[src/hw/rtl/grid_step_sequencer_unit_defines.svh]
// ----------------------------------------------------------------------------
// grid step sequencer assertion macros
// shared concurrent assertion forms used at the end of the top level
// ----------------------------------------------------------------------------
`ifndef GRID_STEP_SEQUENCER_UNIT_DEFINES_SVH
`define GRID_STEP_SEQUENCER_UNIT_DEFINES_SVH

// same-cycle implication, checked outside reset
`define GSS_ASSERT_IMP(lbl, clk, rstn, ante, cons, msg) \
    lbl: assert property (@(posedge clk) disable iff (!rstn) (ante) |-> (cons)) \
        else $error(msg);

// next-cycle implication, checked outside reset
`define GSS_ASSERT_NXT(lbl, clk, rstn, ante, cons, msg) \
    lbl: assert property (@(posedge clk) disable iff (!rstn) (ante) |=> (cons)) \
        else $error(msg);

`endif

[src/hw/rtl/gss_pkg.sv]
// ----------------------------------------------------------------------------
// gss_pkg
// types, codes and sizes shared by the grid step sequencer modules
// ----------------------------------------------------------------------------
package gss_pkg;

    // grid geometry
    localparam int NUM_STEPS = 16;
    localparam int NUM_ROWS  = 64;
    localparam int STEP_W    = $clog2(NUM_STEPS);
    localparam int ROW_W     = $clog2(NUM_ROWS);

    // fixed field widths
    localparam int FRAME_W    = 32;
    localparam int FPS_W      = 24;
    localparam int FRAC_W     = 8;
    localparam int STEP_IDX_W = 4;
    localparam int NOTE_W     = 7;
    localparam int S_DATA_W   = 40;
    localparam int M_DATA_W   = 16;

    // divider sizes: dividend is frame count with the fraction bits appended
    localparam int DIV_W     = FRAME_W + FRAC_W;
    localparam int DIV_CNT_W = $clog2(DIV_W + 1);

    localparam logic [FPS_W-1:0]  FPS_RESET = FPS_W'(1316571);
    localparam logic [NOTE_W-1:0] NOTE_BASE = NOTE_W'(28);

    // page limits
    localparam logic [2:0] PAGE_V_MAX = 3'd7;
    localparam logic       PAGE_H_MAX = 1'b1;

    // page button numbers
    localparam logic [2:0] PAGE_BTN_VINC = 3'd0;
    localparam logic [2:0] PAGE_BTN_VDEC = 3'd1;
    localparam logic [2:0] PAGE_BTN_HDEC = 3'd2;
    localparam logic [2:0] PAGE_BTN_HINC = 3'd3;

    // register file
    localparam int APB_AW = 3;
    localparam int APB_DW = 32;
    localparam logic [APB_AW-3:0] REG_FPS = '0;

    typedef enum logic [1:0] {
        REQ_TICK = 2'd0,
        REQ_POS  = 2'd1,
        REQ_GRID = 2'd2,
        REQ_PAGE = 2'd3
    } req_type_t;

    typedef enum logic [1:0] {
        KIND_NOTE = 2'd0,
        KIND_STEP = 2'd1,
        KIND_CELL = 2'd2,
        KIND_PAGE = 2'd3
    } out_kind_t;

    typedef enum logic [2:0] {
        ST_IDLE,
        ST_DIV,
        ST_LOAD,
        ST_SCAN,
        ST_TOGGLE,
        ST_EMIT
    } state_t;

    // divider status back to the sequencer
    typedef struct packed {
        logic              done;
        logic [STEP_W-1:0] quo;
    } div_stat_t;

endpackage

[src/hw/rtl/gss_ram.sv]
// ----------------------------------------------------------------------------
// gss_ram
// generic single write, single read memory with registered read data
// ----------------------------------------------------------------------------
module gss_ram #(
    parameter int WIDTH = 8,
    parameter int DEPTH = 16
) (
    input  logic                     aclk,
    input  logic                     we,
    input  logic [$clog2(DEPTH)-1:0] waddr,
    input  logic [WIDTH-1:0]         wdata,
    input  logic                     re,
    input  logic [$clog2(DEPTH)-1:0] raddr,
    output logic [WIDTH-1:0]         rdata
);

    logic [WIDTH-1:0] mem_reg [DEPTH];
    logic [WIDTH-1:0] rdata_reg;

    // write port
    always_ff @(posedge aclk) begin
        if (we) begin
            mem_reg[waddr] <= wdata;
        end
    end

    // registered read port
    always_ff @(posedge aclk) begin
        if (re) begin
            rdata_reg <= mem_reg[raddr];
        end
    end

    assign rdata = rdata_reg;

endmodule

[src/hw/rtl/gss_div.sv]
// ----------------------------------------------------------------------------
// gss_div
// restoring divider, one quotient bit per cycle, keeps the low step bits
// ----------------------------------------------------------------------------
module gss_div import gss_pkg::*; (
    input  logic             aclk,
    input  logic             aresetn,
    input  logic             start,
    input  logic [DIV_W-1:0] dividend,
    input  logic [FPS_W-1:0] divisor,
    output div_stat_t        stat
);

    logic                 run_reg;
    logic                 done_reg;
    logic [DIV_CNT_W-1:0] cnt_reg;
    logic [DIV_W-1:0]     num_reg;
    logic [FPS_W-1:0]     den_reg;
    logic [FPS_W-1:0]     rem_reg;
    logic [STEP_W-1:0]    quo_reg;

    logic [FPS_W:0]       trial;
    logic                 ge;
    logic [FPS_W-1:0]     rem_next;

    // shared compare and subtract
    always_comb begin
        trial    = {rem_reg, num_reg[DIV_W-1]};
        ge       = trial >= {1'b0, den_reg};
        rem_next = ge ? FPS_W'(trial - {1'b0, den_reg}) : FPS_W'(trial);
    end

    // iteration control
    always_ff @(posedge aclk) begin
        if (!aresetn) begin
            run_reg  <= 1'b0;
            done_reg <= 1'b0;
            cnt_reg  <= '0;
        end else begin
            done_reg <= 1'b0;
            if (start) begin
                run_reg <= 1'b1;
                cnt_reg <= DIV_CNT_W'(DIV_W);
            end else if (run_reg) begin
                cnt_reg <= cnt_reg - 1'b1;
                if (cnt_reg == DIV_CNT_W'(1)) begin
                    run_reg  <= 1'b0;
                    done_reg <= 1'b1;
                end
            end
        end
    end

    // datapath, a zero divisor counts as one
    always_ff @(posedge aclk) begin
        if (start) begin
            num_reg <= dividend;
            den_reg <= (divisor == '0) ? FPS_W'(1) : divisor;
            rem_reg <= '0;
            quo_reg <= '0;
        end else if (run_reg) begin
            num_reg <= {num_reg[DIV_W-2:0], 1'b0};
            rem_reg <= rem_next;
            quo_reg <= STEP_W'({quo_reg, ge});
        end
    end

    assign stat.done = done_reg;
    assign stat.quo  = quo_reg;

endmodule

[src/hw/rtl/gss_cfg.sv]
// ----------------------------------------------------------------------------
// gss_cfg
// register file on the configuration port, holds frames per step
// ----------------------------------------------------------------------------
module gss_cfg import gss_pkg::*; (
    input  logic              aclk,
    input  logic              aresetn,
    input  logic              psel,
    input  logic              penable,
    input  logic              pwrite,
    input  logic [APB_AW-1:0] paddr,
    input  logic [APB_DW-1:0] pwdata,
    output logic [APB_DW-1:0] prdata,
    output logic              pready,
    output logic [FPS_W-1:0]  fps
);

    logic [FPS_W-1:0]  fps_reg;
    logic [APB_AW-3:0] reg_idx;
    logic              wr_fire;

    assign reg_idx = paddr[APB_AW-1:2];
    assign pready  = 1'b1;
    assign wr_fire = psel && penable && pwrite && pready && (reg_idx == REG_FPS);

    // frames per step register
    always_ff @(posedge aclk) begin
        if (!aresetn) begin
            fps_reg <= FPS_RESET;
        end else if (wr_fire) begin
            fps_reg <= pwdata[FPS_W-1:0];
        end
    end

    // read back
    always_comb begin
        if (reg_idx == REG_FPS) begin
            prdata = {(APB_DW-FPS_W)'(0), fps_reg};
        end else begin
            prdata = '0;
        end
    end

    assign fps = fps_reg;

endmodule

[src/hw/rtl/grid_step_sequencer_unit.sv]
// tick: the divider runs one iteration per dividend bit, then the column memory is read,
//   loaded and scanned into the output register, one row per cycle up to the highest set
//   row while the output slot is free; the tick ends after the divider when the step is unchanged
// grid release and page move pass through a result state; position, press and refused move
//   do not; items are taken one at a time and a held result stalls the sequencer
// reset (aresetn low at a clock edge) clears the grid through per-column valid bits
// ----------------------------------------------------------------------------
// grid_step_sequencer_unit
// step grid with note-on reporting, paged button editing and frame timing
// ----------------------------------------------------------------------------
module grid_step_sequencer_unit import gss_pkg::*; (
    input  logic                aclk,
    input  logic                aresetn,
    // input beats
    input  logic                s_tvalid,
    output logic                s_tready,
    // pressed[0], button_x[3:1], button_y[6:4], position_frames[38:7], rolling[39]
    input  logic [S_DATA_W-1:0] s_tdata,
    // req_type[1:0]
    input  logic [1:0]          s_tuser,
    // result beats
    output logic                m_tvalid,
    input  logic                m_tready,
    // step_index[3:0], note_number[10:4], cell_value[11], page_col[12], page_row[15:13]
    output logic [M_DATA_W-1:0] m_tdata,
    // out_kind[1:0]
    output logic [1:0]          m_tuser,
    output logic                m_tlast,
    // configuration
    input  logic                psel,
    input  logic                penable,
    input  logic                pwrite,
    input  logic [APB_AW-1:0]   paddr,
    input  logic [APB_DW-1:0]   pwdata,
    output logic [APB_DW-1:0]   prdata,
    output logic                pready
);

    `include "grid_step_sequencer_unit_defines.svh"

    state_t state_reg, state_next;

    logic [FPS_W-1:0]    fps;
    div_stat_t           div_stat;

    logic [FRAME_W-1:0]  frame_cnt_reg;
    logic                rolling_reg;
    logic [STEP_W-1:0]   cur_step_reg;
    logic                page_h_reg;
    logic [2:0]          page_v_reg;
    logic [NUM_STEPS-1:0] col_vld_reg;
    logic                rd_ok_reg;
    logic [NUM_ROWS-1:0] work_reg;
    logic [ROW_W-1:0]    row_cnt_reg;
    logic [STEP_W-1:0]   col_reg;
    logic [ROW_W-1:0]    row_reg;
    out_kind_t           pend_kind_reg;

    logic                m_valid_reg;
    out_kind_t           o_kind_reg;
    logic [STEP_IDX_W-1:0] o_step_reg;
    logic [NOTE_W-1:0]   o_note_reg;
    logic                o_cell_reg;
    logic                o_pcol_reg;
    logic [2:0]          o_prow_reg;
    logic                o_last_reg;

    // input field unpack
    req_type_t           in_req;
    logic                in_pressed;
    logic [2:0]          in_bx;
    logic [2:0]          in_by;
    logic [FRAME_W-1:0]  in_pos;
    logic                in_roll;
    logic                accept;

    assign in_req     = req_type_t'(s_tuser);
    assign in_pressed = s_tdata[0];
    assign in_bx      = s_tdata[3:1];
    assign in_by      = s_tdata[6:4];
    assign in_pos     = s_tdata[38:7];
    assign in_roll    = s_tdata[39];
    assign s_tready   = (state_reg == ST_IDLE);
    assign accept     = s_tvalid && s_tready;

    // register file
    gss_cfg u_cfg (
        .aclk    (aclk),
        .aresetn (aresetn),
        .psel    (psel),
        .penable (penable),
        .pwrite  (pwrite),
        .paddr   (paddr),
        .pwdata  (pwdata),
        .prdata  (prdata),
        .pready  (pready),
        .fps     (fps)
    );

    // divider for the step position
    logic div_start;

    gss_div u_div (
        .aclk     (aclk),
        .aresetn  (aresetn),
        .start    (div_start),
        .dividend ({frame_cnt_reg, FRAC_W'(0)}),
        .divisor  (fps),
        .stat     (div_stat)
    );

    // paged cell coordinates
    logic [3:0]          col_full;
    logic [5:0]          row_full;
    logic                cell_in_grid;

    assign col_full     = {page_h_reg, in_bx};
    assign row_full     = {page_v_reg, ~in_by};
    assign cell_in_grid = ({1'b0, col_full} < 5'(NUM_STEPS))
                       && ({1'b0, row_full} < 7'(NUM_ROWS));

    // page move decode
    logic                page_ok;
    logic                page_h_new;
    logic [2:0]          page_v_new;

    always_comb begin
        page_ok    = 1'b0;
        page_h_new = page_h_reg;
        page_v_new = page_v_reg;
        case (in_bx)
            PAGE_BTN_VINC: begin
                page_ok    = page_v_reg < PAGE_V_MAX;
                page_v_new = page_v_reg + 3'd1;
            end
            PAGE_BTN_VDEC: begin
                page_ok    = page_v_reg > 3'd0;
                page_v_new = page_v_reg - 3'd1;
            end
            PAGE_BTN_HDEC: begin
                page_ok    = page_h_reg > 1'b0;
                page_h_new = 1'b0;
            end
            PAGE_BTN_HINC: begin
                page_ok    = page_h_reg < PAGE_H_MAX;
                page_h_new = 1'b1;
            end
            default: begin
                page_ok = 1'b0;
            end
        endcase
        page_ok = page_ok && in_pressed;
    end

    // grid column memory
    logic                ram_we;
    logic                ram_re;
    logic [STEP_W-1:0]   ram_raddr;
    logic [NUM_ROWS-1:0] ram_rdata;
    logic [NUM_ROWS-1:0] col_data;
    logic [NUM_ROWS-1:0] toggled;

    gss_ram #(
        .WIDTH (NUM_ROWS),
        .DEPTH (NUM_STEPS)
    ) u_grid (
        .aclk  (aclk),
        .we    (ram_we),
        .waddr (col_reg),
        .wdata (toggled),
        .re    (ram_re),
        .raddr (ram_raddr),
        .rdata (ram_rdata)
    );

    // a column never written reads as cleared
    assign col_data = rd_ok_reg ? ram_rdata : '0;
    assign toggled  = col_data ^ (NUM_ROWS'(1) << row_reg);

    logic step_changed;
    logic slot_free;
    logic scan_last;

    assign step_changed = div_stat.quo != cur_step_reg;
    assign slot_free    = !m_valid_reg || m_tready;
    assign scan_last    = (work_reg >> 1) == '0;

    // next state
    always_comb begin
        state_next = state_reg;
        case (state_reg)
            ST_IDLE: begin
                if (accept) begin
                    case (in_req)
                        REQ_TICK: state_next = ST_DIV;
                        REQ_GRID: begin
                            if (!in_pressed && cell_in_grid) begin
                                state_next = ST_TOGGLE;
                            end
                        end
                        REQ_PAGE: begin
                            if (page_ok) begin
                                state_next = ST_EMIT;
                            end
                        end
                        default: state_next = ST_IDLE;
                    endcase
                end
            end
            ST_DIV: begin
                if (div_stat.done) begin
                    state_next = step_changed ? ST_LOAD : ST_IDLE;
                end
            end
            ST_LOAD: begin
                state_next = (col_data == '0) ? ST_EMIT : ST_SCAN;
            end
            ST_SCAN: begin
                if (work_reg[0] && slot_free && scan_last) begin
                    state_next = ST_IDLE;
                end
            end
            ST_TOGGLE: begin
                if (slot_free) begin
                    state_next = ST_IDLE;
                end
            end
            ST_EMIT: begin
                if (slot_free) begin
                    state_next = ST_IDLE;
                end
            end
            default: state_next = ST_IDLE;
        endcase
    end

    // control outputs
    logic                emit;
    out_kind_t           emit_kind;
    logic [NOTE_W-1:0]   emit_note;
    logic                emit_cell;
    logic                emit_last;
    logic                fire;

    always_comb begin
        emit      = 1'b0;
        emit_kind = KIND_NOTE;
        emit_note = '0;
        emit_cell = 1'b0;
        emit_last = 1'b1;
        ram_we    = 1'b0;
        ram_re    = 1'b0;
        ram_raddr = STEP_W'(col_full);
        div_start = 1'b0;
        case (state_reg)
            ST_IDLE: begin
                div_start = accept && (in_req == REQ_TICK);
                ram_re    = accept && (in_req == REQ_GRID);
            end
            ST_DIV: begin
                ram_re    = div_stat.done && step_changed;
                ram_raddr = div_stat.quo;
            end
            ST_SCAN: begin
                emit      = work_reg[0];
                emit_kind = KIND_NOTE;
                emit_note = NOTE_BASE + NOTE_W'(row_cnt_reg);
                emit_last = scan_last;
            end
            ST_TOGGLE: begin
                emit      = 1'b1;
                emit_kind = KIND_CELL;
                emit_cell = toggled[row_reg];
                ram_we    = slot_free;
            end
            ST_EMIT: begin
                emit      = 1'b1;
                emit_kind = pend_kind_reg;
            end
            default: begin
                emit = 1'b0;
            end
        endcase
    end

    assign fire = emit && slot_free;

    // sequencer state and timing registers
    always_ff @(posedge aclk) begin
        if (!aresetn) begin
            state_reg     <= ST_IDLE;
            frame_cnt_reg <= '0;
            rolling_reg   <= 1'b0;
            cur_step_reg  <= '0;
            page_h_reg    <= 1'b0;
            page_v_reg    <= 3'd1;
            col_vld_reg   <= '0;
        end else begin
            state_reg <= state_next;
            if (accept && (in_req == REQ_POS)) begin
                frame_cnt_reg <= in_pos;
                rolling_reg   <= in_roll;
            end
            if (accept && (in_req == REQ_PAGE) && page_ok) begin
                page_h_reg <= page_h_new;
                page_v_reg <= page_v_new;
            end
            // step update, wrap to zero restarts the frame count
            if ((state_reg == ST_DIV) && div_stat.done) begin
                if (step_changed) begin
                    cur_step_reg <= div_stat.quo;
                end
                if (step_changed && (div_stat.quo == '0)) begin
                    frame_cnt_reg <= FRAME_W'(rolling_reg);
                end else begin
                    frame_cnt_reg <= frame_cnt_reg + FRAME_W'(rolling_reg);
                end
            end
            if (ram_we) begin
                col_vld_reg[col_reg] <= 1'b1;
            end
        end
    end

    // working registers
    always_ff @(posedge aclk) begin
        if (ram_re) begin
            rd_ok_reg <= col_vld_reg[ram_raddr];
        end
        if (accept) begin
            col_reg       <= STEP_W'(col_full);
            row_reg       <= ROW_W'(row_full);
            pend_kind_reg <= KIND_PAGE;
        end
        if (state_reg == ST_LOAD) begin
            work_reg      <= col_data;
            row_cnt_reg   <= '0;
            pend_kind_reg <= KIND_STEP;
        end
        // row scan, a set row waits for the output slot
        if ((state_reg == ST_SCAN) && (!work_reg[0] || slot_free)) begin
            work_reg    <= work_reg >> 1;
            row_cnt_reg <= row_cnt_reg + 1'b1;
        end
    end

    // output register
    always_ff @(posedge aclk) begin
        if (!aresetn) begin
            m_valid_reg <= 1'b0;
        end else if (fire) begin
            m_valid_reg <= 1'b1;
        end else if (m_tready) begin
            m_valid_reg <= 1'b0;
        end
    end

    always_ff @(posedge aclk) begin
        if (fire) begin
            o_kind_reg <= emit_kind;
            o_step_reg <= STEP_IDX_W'(cur_step_reg);
            o_note_reg <= emit_note;
            o_cell_reg <= emit_cell;
            o_pcol_reg <= page_h_reg;
            o_prow_reg <= page_v_reg;
            o_last_reg <= emit_last;
        end
    end

    assign m_tvalid = m_valid_reg;
    assign m_tdata  = {o_prow_reg, o_pcol_reg, o_cell_reg, o_note_reg, o_step_reg};
    assign m_tuser  = o_kind_reg;
    assign m_tlast  = o_last_reg;

    // checks
    `GSS_ASSERT_NXT(a_busy_after_tick, aclk, aresetn,
        s_tvalid && s_tready && (s_tuser == REQ_TICK), !s_tready,
        "input taken while a tick is still being divided")
    `GSS_ASSERT_IMP(a_single_is_last, aclk, aresetn,
        m_tvalid && (m_tuser != KIND_NOTE), m_tlast,
        "non note result not marked last")
    `GSS_ASSERT_IMP(a_note_range, aclk, aresetn,
        m_tvalid && (m_tuser == KIND_NOTE), m_tdata[10:4] >= NOTE_BASE,
        "note-on below the base note")

endmodule
[config.mk]
export PLATFORM = sky130hd
export DESIGN_NAME = grid_step_sequencer_unit
export DESIGN_NICKNAME = d
export VERILOG_FILES = /design/src/hw/rtl/gss_pkg.sv /design/src/hw/rtl/gss_ram.sv /design/src/hw/rtl/gss_div.sv /design/src/hw/rtl/gss_cfg.sv /design/src/hw/rtl/grid_step_sequencer_unit.sv
export VERILOG_INCLUDE_DIRS = /design/src /design/src/hw/rtl
export SDC_FILE = /design/constraint.sdc
export NUM_CORES = 2
export LEC_CHECK = 0
export BUFFER_PORTS_ARGS = -buffer_cell sky130_fd_sc_hd__buf_2
export CORE_ASPECT_RATIO = 0.6
export CORE_MARGIN = 2
export CORE_UTILIZATION = 57
export DETAILED_ROUTE_END_ITERATION = 7
export GPL_TIMING_DRIVEN = 0
export PLACE_DENSITY = 0.74
export REMOVE_ABC_BUFFERS = 1
export SYNTH_ARGS = -nofsm -noshare
export SYNTH_HDL_FRONTEND = slang
export SYNTH_SLANG_ARGS = --single-unit
[constraint.sdc]
create_clock -name aclk -period 8.95 [get_ports aclk]
set_input_delay 0.895 -clock aclk [delete_from_list [all_inputs] [get_ports aclk]]
set_output_delay 0.895 -clock aclk [all_outputs]
set_load 0.01 [all_outputs]
==> impl_metrics.yaml <==
logic_synthesis:
  synth_top_flop_cell: "sky130_fd_sc_hd__edfxtp_1"
  synth_largest_type_area_fraction_pct: 66.10
  synthCells: 3570
  flip_flop_and_latch_count_after_synthesis: 1366
  postSynthAreaPerCell_um2: 15.82
  ys_seq_area_share_pct: 70.46
  synth_top_area_cell: "sky130_fd_sc_hd__edfxtp_1"
  synth.yosys.warnings: 0
  synth_edf_count: 1243
  ys_top_cells_by_area: "sky130_fd_sc_hd__edfxtp_1, sky130_fd_sc_hd__mux4_2, sky130_fd_sc_hd__dfxtp_1, sky130_fd_sc_hd__nand2_1, sky130_fd_sc_hd__o21ai_0"
  synth.cells.most_frequent: "sky130_fd_sc_hd__edfxtp_1, sky130_fd_sc_hd__nand2_1, sky130_fd_sc_hd__mux4_2"
  synth_async_sr_flop_share_pct: 0
  netlist-cell-type-count: 70
  synthMostInstantiatedCell: "sky130_fd_sc_hd__edfxtp_1"
  mappedNetlistArea_mm2: 0.05647
setup_path:
  timing.critical_path.required_ns: 9.36
  cp_data_arrival_time_ns: 5.51
  timing.critical_path.from_type: "register"
  reg2reg_from: "state_reg[0]$_SDFFE_PN0P_"
  worstSetupEndpointType: "register"
  r2r_end: "u_grid.rdata[35]$_DFFE_PP_"
  critical_path.startpoint: "state_reg[0]$_SDFFE_PN0P_"
  largest_fanout_on_the_critical_path: 16
  crit_type: "reg2reg"
  r2r_slack_ns: 3.85
  worst-r2r-cell-count: 11
clock_network:
  clock_sinks: 1366
  cts-buffers-inserted: 112
  cts_buffer_depth: 3
  clk_pin_slew_ns: 0.07
  cts_setup_buffers: 0
  postCtsHoldBufs: 0
  tritoncts: "done"
  clk_latency_ns: 0.74
  post_cts.resized_instances: 0
  htree_levels: 3
  ctsRootBufferMaster: "sky130_fd_sc_hd__clkbuf_16"
floorplan:
  placement_rows: 89
  io_count: 138
  chipHeight_um: 247.8
  dieWidth_um: 410.4
  core_area_mm2: 0.09822
  design.die.area_mm2: 0.1017
  initial_core_util_pct: 57.50
layout:
  share_of_cells_above_drive_strength_1_pct: 20.26
  regArea_mm2: 0.03979
  multiInputGateArea_mm2: 0.01590
  syn_to_final_growth_pct: 14.78
  layout_fillers: 6363
  layout.nets: 3840
  largest_register_ff_count: 1024
  postLayoutCellArea_mm2: 0.06482
global_routing:
  grt_util_all_layers_pct: 28.05
  first_global_vias: 32140
  grt_max_degree: 90
  overflow: 0
  grt_antenna_before_repair: 6
  grt_first_pass_wirelength_um: 210700
worst_hold_path:
  depth_of_the_worst_hold_timing_path: 3
  holdCritPathClass: "in2reg"
  holdCritStartpoint: "pwdata[1]"
  hold_end: "u_cfg.fps[1]$_SDFFE_PN1P_"
pwr:
  static-leakage-power_uw: 0.02145
  powerDensity_mw_per_mm2: 224.3
  vdd_ir_drop_max_mv: 0.2071
sta:
  final_period_minus_worst_setup_slack_ns: 5.098
  maxClockFrequency_mhz: 196.2
  setup_tns_ns: 0
  worst_clock_skew_ns: 0.02562
  setup_viol: 0
  finalHoldViolations: 0
  worst_slew_pin_slew_ns: 1.521
  period_share_pct: 56.96
  rsz0062_at_grt: "false"
  worst_max_slew_margin_expressed_relative_to_the_limit_pct: -1.417
  finalMaxSlewViolations: 31
detailed_routing:
  drc_violation_total_after_the_first_tritonroute_iteration: 5149
  totalWireLength_um: 143400
  first_drt_pass_iteration_count: 8
  via_per_inst: 6.544
  ant_nets: 0
  routed_wire_length_per_instance_um: 27.89
  drc: 0
  via_count: 33640
placement:
  globalplace.congestion: 0.8922
  hpwl_um: 92690
  placed_cell_area_mm2: 0.06083
  port_buffers: 118
status:
  outcome: "finished, violations left"
  failed_checks: "max-capacitance violations, max-slew violations"
job:
  max-cap-violations: 1
[placed cells by master, fill, tap and decap left out, types with 58 or more instances in the layout]
| cell type | n |
|---|---|
| sky130_fd_sc_hd__a211oi_1 | 76 |
| sky130_fd_sc_hd__a21oi_1 | 64 |
| sky130_fd_sc_hd__a31oi_1 | 87 |
| sky130_fd_sc_hd__and2_1 | 82 |
| sky130_fd_sc_hd__buf_16 | 58 |
| sky130_fd_sc_hd__buf_2 | 117 |
| sky130_fd_sc_hd__clkbuf_16 | 113 |
| sky130_fd_sc_hd__dfxtp_1 | 122 |
| sky130_fd_sc_hd__edfxtp_1 | 1243 |
| sky130_fd_sc_hd__mux4_2 | 272 |
| sky130_fd_sc_hd__nand2_1 | 552 |
| sky130_fd_sc_hd__nor2_1 | 81 |
| sky130_fd_sc_hd__o21ai_0 | 154 |
[worst max path at each step]
stage,to,slack [ns],cells past startpoint
after floorplan,rd_ok_reg$_DFFE_PP_,-18.69,6
after global placement,rd_ok_reg$_DFFE_PP_,-29.71,6
after detailed placement,u_div.num_reg[22]$_DFFE_PP_,3.82,6
after CTS,u_grid.rdata[20]$_DFFE_PP_,3.88,12
after global routing,u_grid.rdata[20]$_DFFE_PP_,3.53,12
final,u_grid.rdata[35]$_DFFE_PP_,3.85,11
[critical path, stage by stage, from the launching register on]
cell	delay, ns
sky130_fd_sc_hd__dfxtp_1	0.60
sky130_fd_sc_hd__nor3b_2	0.93
sky130_fd_sc_hd__mux2i_4	0.77
sky130_fd_sc_hd__buf_16	0.26
sky130_fd_sc_hd__buf_16	0.20
sky130_fd_sc_hd__buf_12	0.20
sky130_fd_sc_hd__buf_12	0.20
sky130_fd_sc_hd__buf_16	0.19
sky130_fd_sc_hd__mux4_2	0.51
sky130_fd_sc_hd__and2_1	0.18
sky130_fd_sc_hd__a211oi_1	0.49
sky130_fd_sc_hd__a31oi_1	0.22
[power by group]
part / total, uW / internal, uW / switching (uW)
logic: 2010 / 860 / 1150
clock network: 5140 / 2820 / 2320
registers: 7380 / 7200 / 183
total: 14500 / 10900 / 3660
[final cells by class]
| cell class | instances | area share [%] |
|---|---|---|
| flip-flops and latches | 1366 | 61.39 |
| clock inverters | 88 | 1.457 |
| clock buffers | 124 | 4.426 |
| inverters | 54 | 0.3146 |
| repair buffers | 256 | 5.322 |
| well taps | 1319 | 2.546 |
| diodes | 6 | 0.02316 |
| multi-input cells | 1928 | 24.52 |
[logic make-up after synthesis]
| group | after synthesis | share of synthesized area (%) |
|---|---|---|
| compound gates | 495 | 5.563 |
| fa+ha+maj | 38 | 0.8685 |
| buf+inv | 283 | 2.109 |
| flops | 1366 | 70.46 |
| mux | 299 | 11.34 |
| other cells | 2 | 0.01330 |
| simple gates | 969 | 7.823 |
| xor+xnor | 118 | 1.830 |
[routing by layer]
layer,up-vias,track usage [%],share of wire [%]
li1,14060,-,-
met1,17040,43.21,41
met2,2207,40.28,44
met3,329,6.833,12
met4,10,7.439,2.7
met5,-,0.5126,0.088
[through the flow]
stage / util, % / setup slack [ns] / std cells / power, uW / hold WS (ns)
2_1_floorplan: - / -18.69 / 3348 / 9308 / 0.4354
3_3_place_gp: 58.80 / -29.71 / 4785 / 10170 / 0.4415
3_5_place_dp: 61.93 / 3.822 / 4922 / 9466 / 0.4518
4_1_cts: 65.82 / 3.875 / 5134 / 14530 / 0.3589
5_1_grt: 65.98 / 3.531 / 5136 / 14970 / 0.3859
6_report: 65.99 / 3.852 / 5141 / 14540 / 0.3882
(Power assumes the default switching activity.)
